===== config.mk =====
export PLATFORM = sky130hd
export DESIGN_NAME = lru_key_value_cache
export DESIGN_NICKNAME = d
export VERILOG_FILES = /design/src/rtl/core/lkv_pkg.sv /design/src/rtl/core/lru_key_value_cache.sv /design/src/rtl/core/lkv_cell.sv /design/src/rtl/core/lkv_chain.sv
export VERILOG_INCLUDE_DIRS = /design/src /design/src/rtl/core
export SDC_FILE = /design/constraint.sdc
export NUM_CORES = 2
export LEC_CHECK = 0
export ABC_AREA = 1
export BUFFER_PORTS_ARGS = -buffer_cell sky130_fd_sc_hd__buf_2
export CORE_MARGIN = 5
export CORE_UTILIZATION = 50
export CTS_CLUSTER_DIAMETER = 50
export CTS_CLUSTER_SIZE = 16
export DETAILED_ROUTE_END_ITERATION = 10
export GPL_TIMING_DRIVEN = 0
export PLACE_DENSITY = 0.66
export SYNTH_ARGS = -nofsm -noshare
export SYNTH_HDL_FRONTEND = slang
export SYNTH_HIERARCHICAL = 1
export SYNTH_SLANG_ARGS = --single-unit

===== constraint.sdc =====
create_clock -name clk -period 11.3 [get_ports clk]
set_input_delay 0.565 -clock clk [delete_from_list [all_inputs] [get_ports clk]]
set_output_delay 0.565 -clock clk [all_outputs]
set_load 0.05 [all_outputs]

===== src/rtl/core/lru_key_value_cache_macros.svh =====
`ifndef LRU_KEY_VALUE_CACHE_MACROS_SVH
`define LRU_KEY_VALUE_CACHE_MACROS_SVH

// Condition must hold at every clock edge out of reset.
`define LKV_ASSERT_ALWAYS(label, cond, msg) \
    label: assert property (@(posedge clk) disable iff (!rst_n) (cond)) else $error(msg);

// Consequent must hold in the cycle after the trigger.
`define LKV_ASSERT_NEXT(label, trig, cons, msg) \
    label: assert property (@(posedge clk) disable iff (!rst_n) (trig) |=> (cons)) \
        else $error(msg);

`endif


===== src/rtl/core/lkv_pkg.sv =====
package lkv_pkg;

    localparam int KEY_BITS    = 32;
    localparam int VALUE_BITS  = 32;
    localparam int CAP_BITS    = 5;
    localparam int OCC_BITS    = 5;
    localparam int ENTRIES_DEF = 16;
    localparam logic [CAP_BITS-1:0] CAP_RESET = 5'd16;

    localparam int  ADDR_BITS    = 3;
    localparam logic REG_CAPACITY = 1'b0;

    typedef enum logic {
        MODE_LOOKUP = 1'b0,
        MODE_STORE  = 1'b1
    } mode_t;

    typedef struct packed {
        mode_t                 mode;
        logic [KEY_BITS-1:0]   key;
        logic [VALUE_BITS-1:0] value;
    } req_t;

    typedef struct packed {
        logic                  hit;
        logic [VALUE_BITS-1:0] read_value;
        logic [OCC_BITS-1:0]   occupancy;
    } rsp_t;

    typedef struct packed {
        logic                  valid;
        logic [KEY_BITS-1:0]   key;
        logic [VALUE_BITS-1:0] value;
    } entry_t;

    typedef struct packed {
        logic                  below;
        logic [VALUE_BITS-1:0] rd;
    } chain_t;

endpackage


===== src/rtl/core/lru_key_value_cache.sv =====
// The response is registered and valid in the cycle after the request transfer.
// Throughput: one request per cycle; all cells compare and shift in the same cycle.
// A new request is held off only while a response waits under stall.
// Reset: asynchronous, active low; empties every cell, occupancy 0, capacity 16.
// No clearing pass: the cache is ready in the first cycle after reset.
module lru_key_value_cache #(
    parameter int ENTRIES = lkv_pkg::ENTRIES_DEF
) (
    input  logic                           clk,
    input  logic                           rst_n,
    input  logic                           req_valid,
    output logic                           req_stall,
    input  lkv_pkg::req_t                  req,
    output logic                           rsp_valid,
    input  logic                           rsp_stall,
    output lkv_pkg::rsp_t                  rsp,
    input  logic                           psel,
    input  logic                           penable,
    input  logic                           pwrite,
    input  logic [lkv_pkg::ADDR_BITS-1:0]  paddr,
    input  logic [31:0]                    pwdata,
    output logic [31:0]                    prdata,
    output logic                           pready
);
    import lkv_pkg::*;

    `include "lru_key_value_cache_macros.svh"

    localparam int CW   = $clog2(ENTRIES + 1);
    localparam int CMPW = (CW > CAP_BITS) ? CW : CAP_BITS;
    localparam logic [CMPW-1:0] ENTRIES_W = CMPW'(ENTRIES);

    logic [CAP_BITS-1:0]   cap_reg, cap_next;
    logic [CW-1:0]         count_reg, count_next;
    logic                  rsp_valid_reg, rsp_valid_next;
    rsp_t                  rsp_reg, rsp_next;

    logic                  go;
    logic                  hit;
    logic [VALUE_BITS-1:0] hit_value;
    logic [ENTRIES-1:0]    valid_vec;
    logic [ENTRIES-1:0]    match_vec;
    logic [CMPW-1:0]       cap_w, eff_cap, count_w, occ_w;
    logic                  full;
    logic [CW-1:0]         last;
    logic                  cfg_write;

    assign pready    = 1'b1;
    assign prdata    = 32'(cap_reg);
    assign cfg_write = psel && penable && pwrite && (paddr[2] == REG_CAPACITY);

    assign req_stall = rsp_valid_reg && rsp_stall;
    assign go        = req_valid && !req_stall;

    always_comb
    begin
        cap_w   = CMPW'(cap_reg);
        count_w = CMPW'(count_reg);
        if (cap_w == '0)
        begin
            eff_cap = CMPW'(1);
        end
        else if (cap_w > ENTRIES_W)
        begin
            eff_cap = ENTRIES_W;
        end
        else
        begin
            eff_cap = cap_w;
        end
        full = (count_w >= eff_cap);
        last = full ? (count_reg - CW'(1)) : count_reg;
    end

    lkv_chain #(
        .ENTRIES (ENTRIES),
        .CW      (CW)
    ) u_chain (
        .clk       (clk),
        .rst_n     (rst_n),
        .go        (go),
        .cmd       (req),
        .last      (last),
        .hit       (hit),
        .hit_value (hit_value),
        .valid_vec (valid_vec),
        .match_vec (match_vec)
    );

    always_comb
    begin
        cap_next = cap_reg;
        if (cfg_write && (count_reg == '0))
        begin
            cap_next = pwdata[CAP_BITS-1:0];
        end
    end

    always_comb
    begin
        count_next = count_reg;
        if (go && (req.mode == MODE_STORE) && !hit && !full)
        begin
            count_next = count_reg + CW'(1);
        end
        occ_w = CMPW'(count_next);
    end

    always_comb
    begin
        rsp_valid_next = rsp_valid_reg;
        rsp_next       = rsp_reg;
        if (rsp_valid_reg && !rsp_stall)
        begin
            rsp_valid_next = 1'b0;
        end
        if (go)
        begin
            rsp_valid_next      = 1'b1;
            rsp_next.hit        = hit;
            rsp_next.read_value = (hit && (req.mode == MODE_LOOKUP)) ? hit_value : '0;
            rsp_next.occupancy  = occ_w[OCC_BITS-1:0];
        end
    end

    always_ff @(posedge clk or negedge rst_n)
    begin
        if (!rst_n)
        begin
            cap_reg       <= CAP_RESET;
            count_reg     <= '0;
            rsp_valid_reg <= 1'b0;
        end
        else
        begin
            cap_reg       <= cap_next;
            count_reg     <= count_next;
            rsp_valid_reg <= rsp_valid_next;
        end
    end

    always_ff @(posedge clk)
    begin
        rsp_reg <= rsp_next;
    end

    assign rsp_valid = rsp_valid_reg;
    assign rsp       = rsp_reg;

    `LKV_ASSERT_ALWAYS(a_count_matches_valid, $countones(valid_vec) == count_reg, "occupancy does not match valid cells")
    `LKV_ASSERT_ALWAYS(a_single_match, $onehot0(match_vec), "key held in more than one cell")
    `LKV_ASSERT_ALWAYS(a_count_bound, CMPW'(count_reg) <= eff_cap, "occupancy above capacity")
    `LKV_ASSERT_NEXT(a_rsp_follows, go, rsp_valid_reg, "transfer without response")

endmodule


===== src/rtl/core/lkv_cell.sv =====
module lkv_cell (
    input  logic                          clk,
    input  logic                          rst_n,
    input  lkv_pkg::entry_t               prev_entry,
    input  logic                          shift,
    input  logic [lkv_pkg::KEY_BITS-1:0]  probe_key,
    input  lkv_pkg::chain_t               chain_in,
    output lkv_pkg::entry_t               entry,
    output logic                          match,
    output lkv_pkg::chain_t               chain_out
);
    import lkv_pkg::*;

    logic                  valid_reg, valid_next;
    logic [KEY_BITS-1:0]   key_reg, key_next;
    logic [VALUE_BITS-1:0] value_reg, value_next;

    always_comb
    begin
        valid_next = valid_reg;
        key_next   = key_reg;
        value_next = value_reg;
        if (shift)
        begin
            valid_next = prev_entry.valid;
            key_next   = prev_entry.key;
            value_next = prev_entry.value;
        end
    end

    always_ff @(posedge clk or negedge rst_n)
    begin
        if (!rst_n)
        begin
            valid_reg <= 1'b0;
        end
        else
        begin
            valid_reg <= valid_next;
        end
    end

    always_ff @(posedge clk)
    begin
        key_reg   <= key_next;
        value_reg <= value_next;
    end

    assign match           = valid_reg && (key_reg == probe_key);
    assign chain_out.below = chain_in.below | match;
    assign chain_out.rd    = chain_in.rd | (match ? value_reg : '0);

    assign entry.valid = valid_reg;
    assign entry.key   = key_reg;
    assign entry.value = value_reg;

endmodule


===== src/rtl/core/lkv_chain.sv =====
module lkv_chain #(
    parameter int ENTRIES = lkv_pkg::ENTRIES_DEF,
    parameter int CW      = $clog2(ENTRIES + 1)
) (
    input  logic                            clk,
    input  logic                            rst_n,
    input  logic                            go,
    input  lkv_pkg::req_t                   cmd,
    input  logic [CW-1:0]                   last,
    output logic                            hit,
    output logic [lkv_pkg::VALUE_BITS-1:0]  hit_value,
    output logic [ENTRIES-1:0]              valid_vec,
    output logic [ENTRIES-1:0]              match_vec
);
    import lkv_pkg::*;

    entry_t             cell_entry [ENTRIES];
    entry_t             feed       [ENTRIES];
    chain_t             chain_link [ENTRIES+1];
    logic [ENTRIES-1:0] shift;
    entry_t             head;
    logic               store;

    assign chain_link[ENTRIES] = '0;
    assign hit       = chain_link[0].below;
    assign hit_value = chain_link[0].rd;
    assign store     = (cmd.mode == MODE_STORE);

    // Head of the chain takes the touched or new entry as most recent.
    always_comb
    begin
        head.valid = 1'b1;
        head.key   = cmd.key;
        head.value = store ? cmd.value : hit_value;
    end

    for (genvar i = 0; i < ENTRIES; i++)
    begin : g_cell
        localparam logic [CW-1:0] IDX = CW'(i);

        if (i == 0)
        begin : g_head
            assign feed[i] = head;
        end
        else
        begin : g_body
            assign feed[i] = cell_entry[i-1];
        end

        assign shift[i]     = go && (hit ? chain_link[i].below : (store && (IDX <= last)));
        assign valid_vec[i] = cell_entry[i].valid;

        lkv_cell u_cell (
            .clk        (clk),
            .rst_n      (rst_n),
            .prev_entry (feed[i]),
            .shift      (shift[i]),
            .probe_key  (cmd.key),
            .chain_in   (chain_link[i+1]),
            .entry      (cell_entry[i]),
            .match      (match_vec[i]),
            .chain_out  (chain_link[i])
        );
    end

endmodule

==> out/results.ini <==
[power_and_ir_drop]
seq_power_share_pct=50.8
ir_drop_mv=0.119
p_per_area_nw_per_um2=167
switching_share_pct=26.6
power_leakage_nw=28.2
p_sw_w=0.00269
power.internal_w=0.00745
combPwrFrac_pct=12.6
power_frac_clock_pct=36.5

[clock_tree]
htree_levels=3
cts_buffers=109
clkSlewWorstSetupHoldPaths_ns=0.07
cts_resized=0
clkSinkCount=1089
clk_path_buf_depth=3
clkLatencyLatePin_ns=0.67
cts_tree=built
clockRootBuffer=clkbuf_16

[floorplan]
dieWidth_microns=338
die_h_microns=338
ios=180
initial_core_util_pct=50.2
coreArea_sq_um=107000
die_area_sq_um=114000
rows=120

[detailed_routing]
via_count=34300
first_pass_iters=5
topRoutingLayerUsed=met4
routed_wl_microns=99500
wl_met1_microns=46100
drt_iter0_drc=2341
drc_errors=0
drtAntennaViolNets=0
wl_per_cell_microns=13.3
vias_per_cell=4.57
met2_length_microns=46200
wl_met3_microns=4520

[worst_setup_path]
cpMaxStageDelayCell=a21oi_4
critPathKind=in2reg
cp.depth=46
worstSetupStartpointType=primary input
crit_fanout=33
r2r_slack_ns=5.08
cp_data_arrival_time_ns=6.72
path_buf_inv=22
crit_top_cell=nand2_1
crit_path_max_incr_delay_ns=0.60
worst_ep_required_time_ns=11.66
endpoint_kind=flop
worst_path_dominant_cell_family=simple AND/OR/NAND/NOR gates
ff2ff_path_depth=45

[place]
routabilityCongestion=0.845
post-dp-hpwl_microns=75000
numPortBuffers=122

[global_route]
grt_max_degree=50
grt-ovfl-total=0
antenna_found_initial=4
grt_use_total_pct=17.4
grt_pass1_wl_microns=163000
grt_pass1_vias=33100

[hold_path]
hp-class=in2reg
hold_depth=3

[sta]
rsz0062_at_grt=false
period_needed_ns=6.36
maxSlewHeadroom_pct=4.30
slew_viol_final=0
hold_violations=0
skew_ns=0.0255
max_freq_ghz=0.157
fin_tns_setup_ns=0
tightest_slew_ns=1.44
fin_crit_sh_pct=56.3
setup_violations=0

[final_layout]
fillCellCount=8923
syn2layout_area_growth_pct=13.3
nets=6116
post-route-util_pct=56.9
drive_gt1_share_pct=14.0

[synth]
syn_inst=5679
syn_area_per_cell_sq_um=9.46
synth_warnings=6
synth_area_sq_um=53700

[outcome]
outcome=finished clean

[flow_run]
drv_cap=0

==> layer usage <==
layer  track usage (%)  up-vias
li1                  -    18100
met1              23.4    15400
met2              29.5      651
met3              2.67      156
met4              5.33        0
met5                 0        -
==> per-stage QoR <==
stage | hold slack, ns | setup slack [ns] | instances | area (sq um) | total power [W]
final | 0.133 | 4.94 | 7499 | 60900 | 0.0101
after global routing | 0.107 | 4.37 | 7498 | 60900 | 0.0106
after CTS | 0.0847 | 4.89 | 7495 | 60800 | 0.0102
after detailed placement | 0.434 | 4.21 | 7292 | 57100 | 0.00652
after global placement | 0.430 | 0.383 | 7262 | 56300 | 0.00645
after floorplan | 0.269 | 3.81 | 5737 | 53900 | 0.00610
==> cell type report <==
cell class                      count  area, sq um  area share [%]
Inverter                         1323         4970            8.16
Tap cell                         1403         1760            2.88
Antenna cell                        4         10.0          0.0164
Clock inverter                     82          931            1.53
Sequential cell                  1089        32600            53.5
Buffer                            155         1330            2.19
Multi-Input combinational cell   3170        15200            25.0
Clock buffer                      120         2810            4.62
Timing Repair Buffer              153         1280            2.11
==> tightest hold or removal path, cell delays in order <==
cell	delay, ns
buf_2	0.07
nand2_1	0.07
nand2_1	0.06
==> layout by cell type (no fill, tap or decap), types with 9 or more instances in the layout <==
| cell type | n |
|---|---|
| nand4_1 | 24 |
| buf_8 | 16 |
| buf_2 | 147 |
| nor2_8 | 17 |
| or2_2 | 32 |
| clkinv_2 | 9 |
| nand2_1 | 1837 |
| inv_8 | 9 |
| clkinvlp_4 | 10 |
| nand2_2 | 37 |
| xnor2_1 | 80 |
| clkbuf_16 | 111 |
| inv_6 | 18 |
| bufinv_16 | 11 |
| buf_12 | 22 |
| conb_1 | 62 |
| clkinv_4 | 18 |
| nor2_2 | 34 |
| buf_4 | 76 |
| nor2_1 | 361 |
| or2_1 | 17 |
| dfrtp_1 | 26 |
| o21ai_0 | 19 |
| inv_1 | 1317 |
| xor2_1 | 20 |
| buf_6 | 34 |
| edfxtp_1 | 1062 |
| nand3_2 | 209 |
| a21oi_4 | 12 |
| o22ai_1 | 16 |
| nand3_1 | 372 |
| clkbuf_1 | 13 |
==> power by group through the flow <==
stage / combinational (W) / sequential (W) / clock, W
after floorplan: 0.000806 / 0.00530 / 0
after global placement: 0.00116 / 0.00529 / 0
after detailed placement: 0.00128 / 0.00524 / 0
after CTS: 0.00129 / 0.00516 / 0.00380
after global routing: 0.00144 / 0.00521 / 0.00396
final: 0.00128 / 0.00516 / 0.00371
==> final timing paths <==
check	startpoint	end
setup / recovery	req[49]	u_chain/g_cell[2].u_cell/key_reg[29]
hold reg to reg	u_chain/g_cell[13].u_cell/value_reg[7]	u_chain/g_cell[14].u_cell/value_reg[7]
setup reg to reg	u_chain/g_cell[15].u_cell/key_reg[19]	u_chain/g_cell[2].u_cell/key_reg[29]
min in group asynchronous	rst_n	u_chain/g_cell[0].u_cell/valid_reg
max in group asynchronous	rst_n	u_chain/g_cell[13].u_cell/valid_reg
hold / removal	rsp_stall	rsp_valid
==> timing repair <==
| action | 4_1_cts | 5_1_grt |
|---|---|---|
| hold endpoints to repair | 12 | 0 |
| hold buffers | 1 | 0 |
| buffers inserted | 0 | 0 |
(Power assumes the default switching activity.)
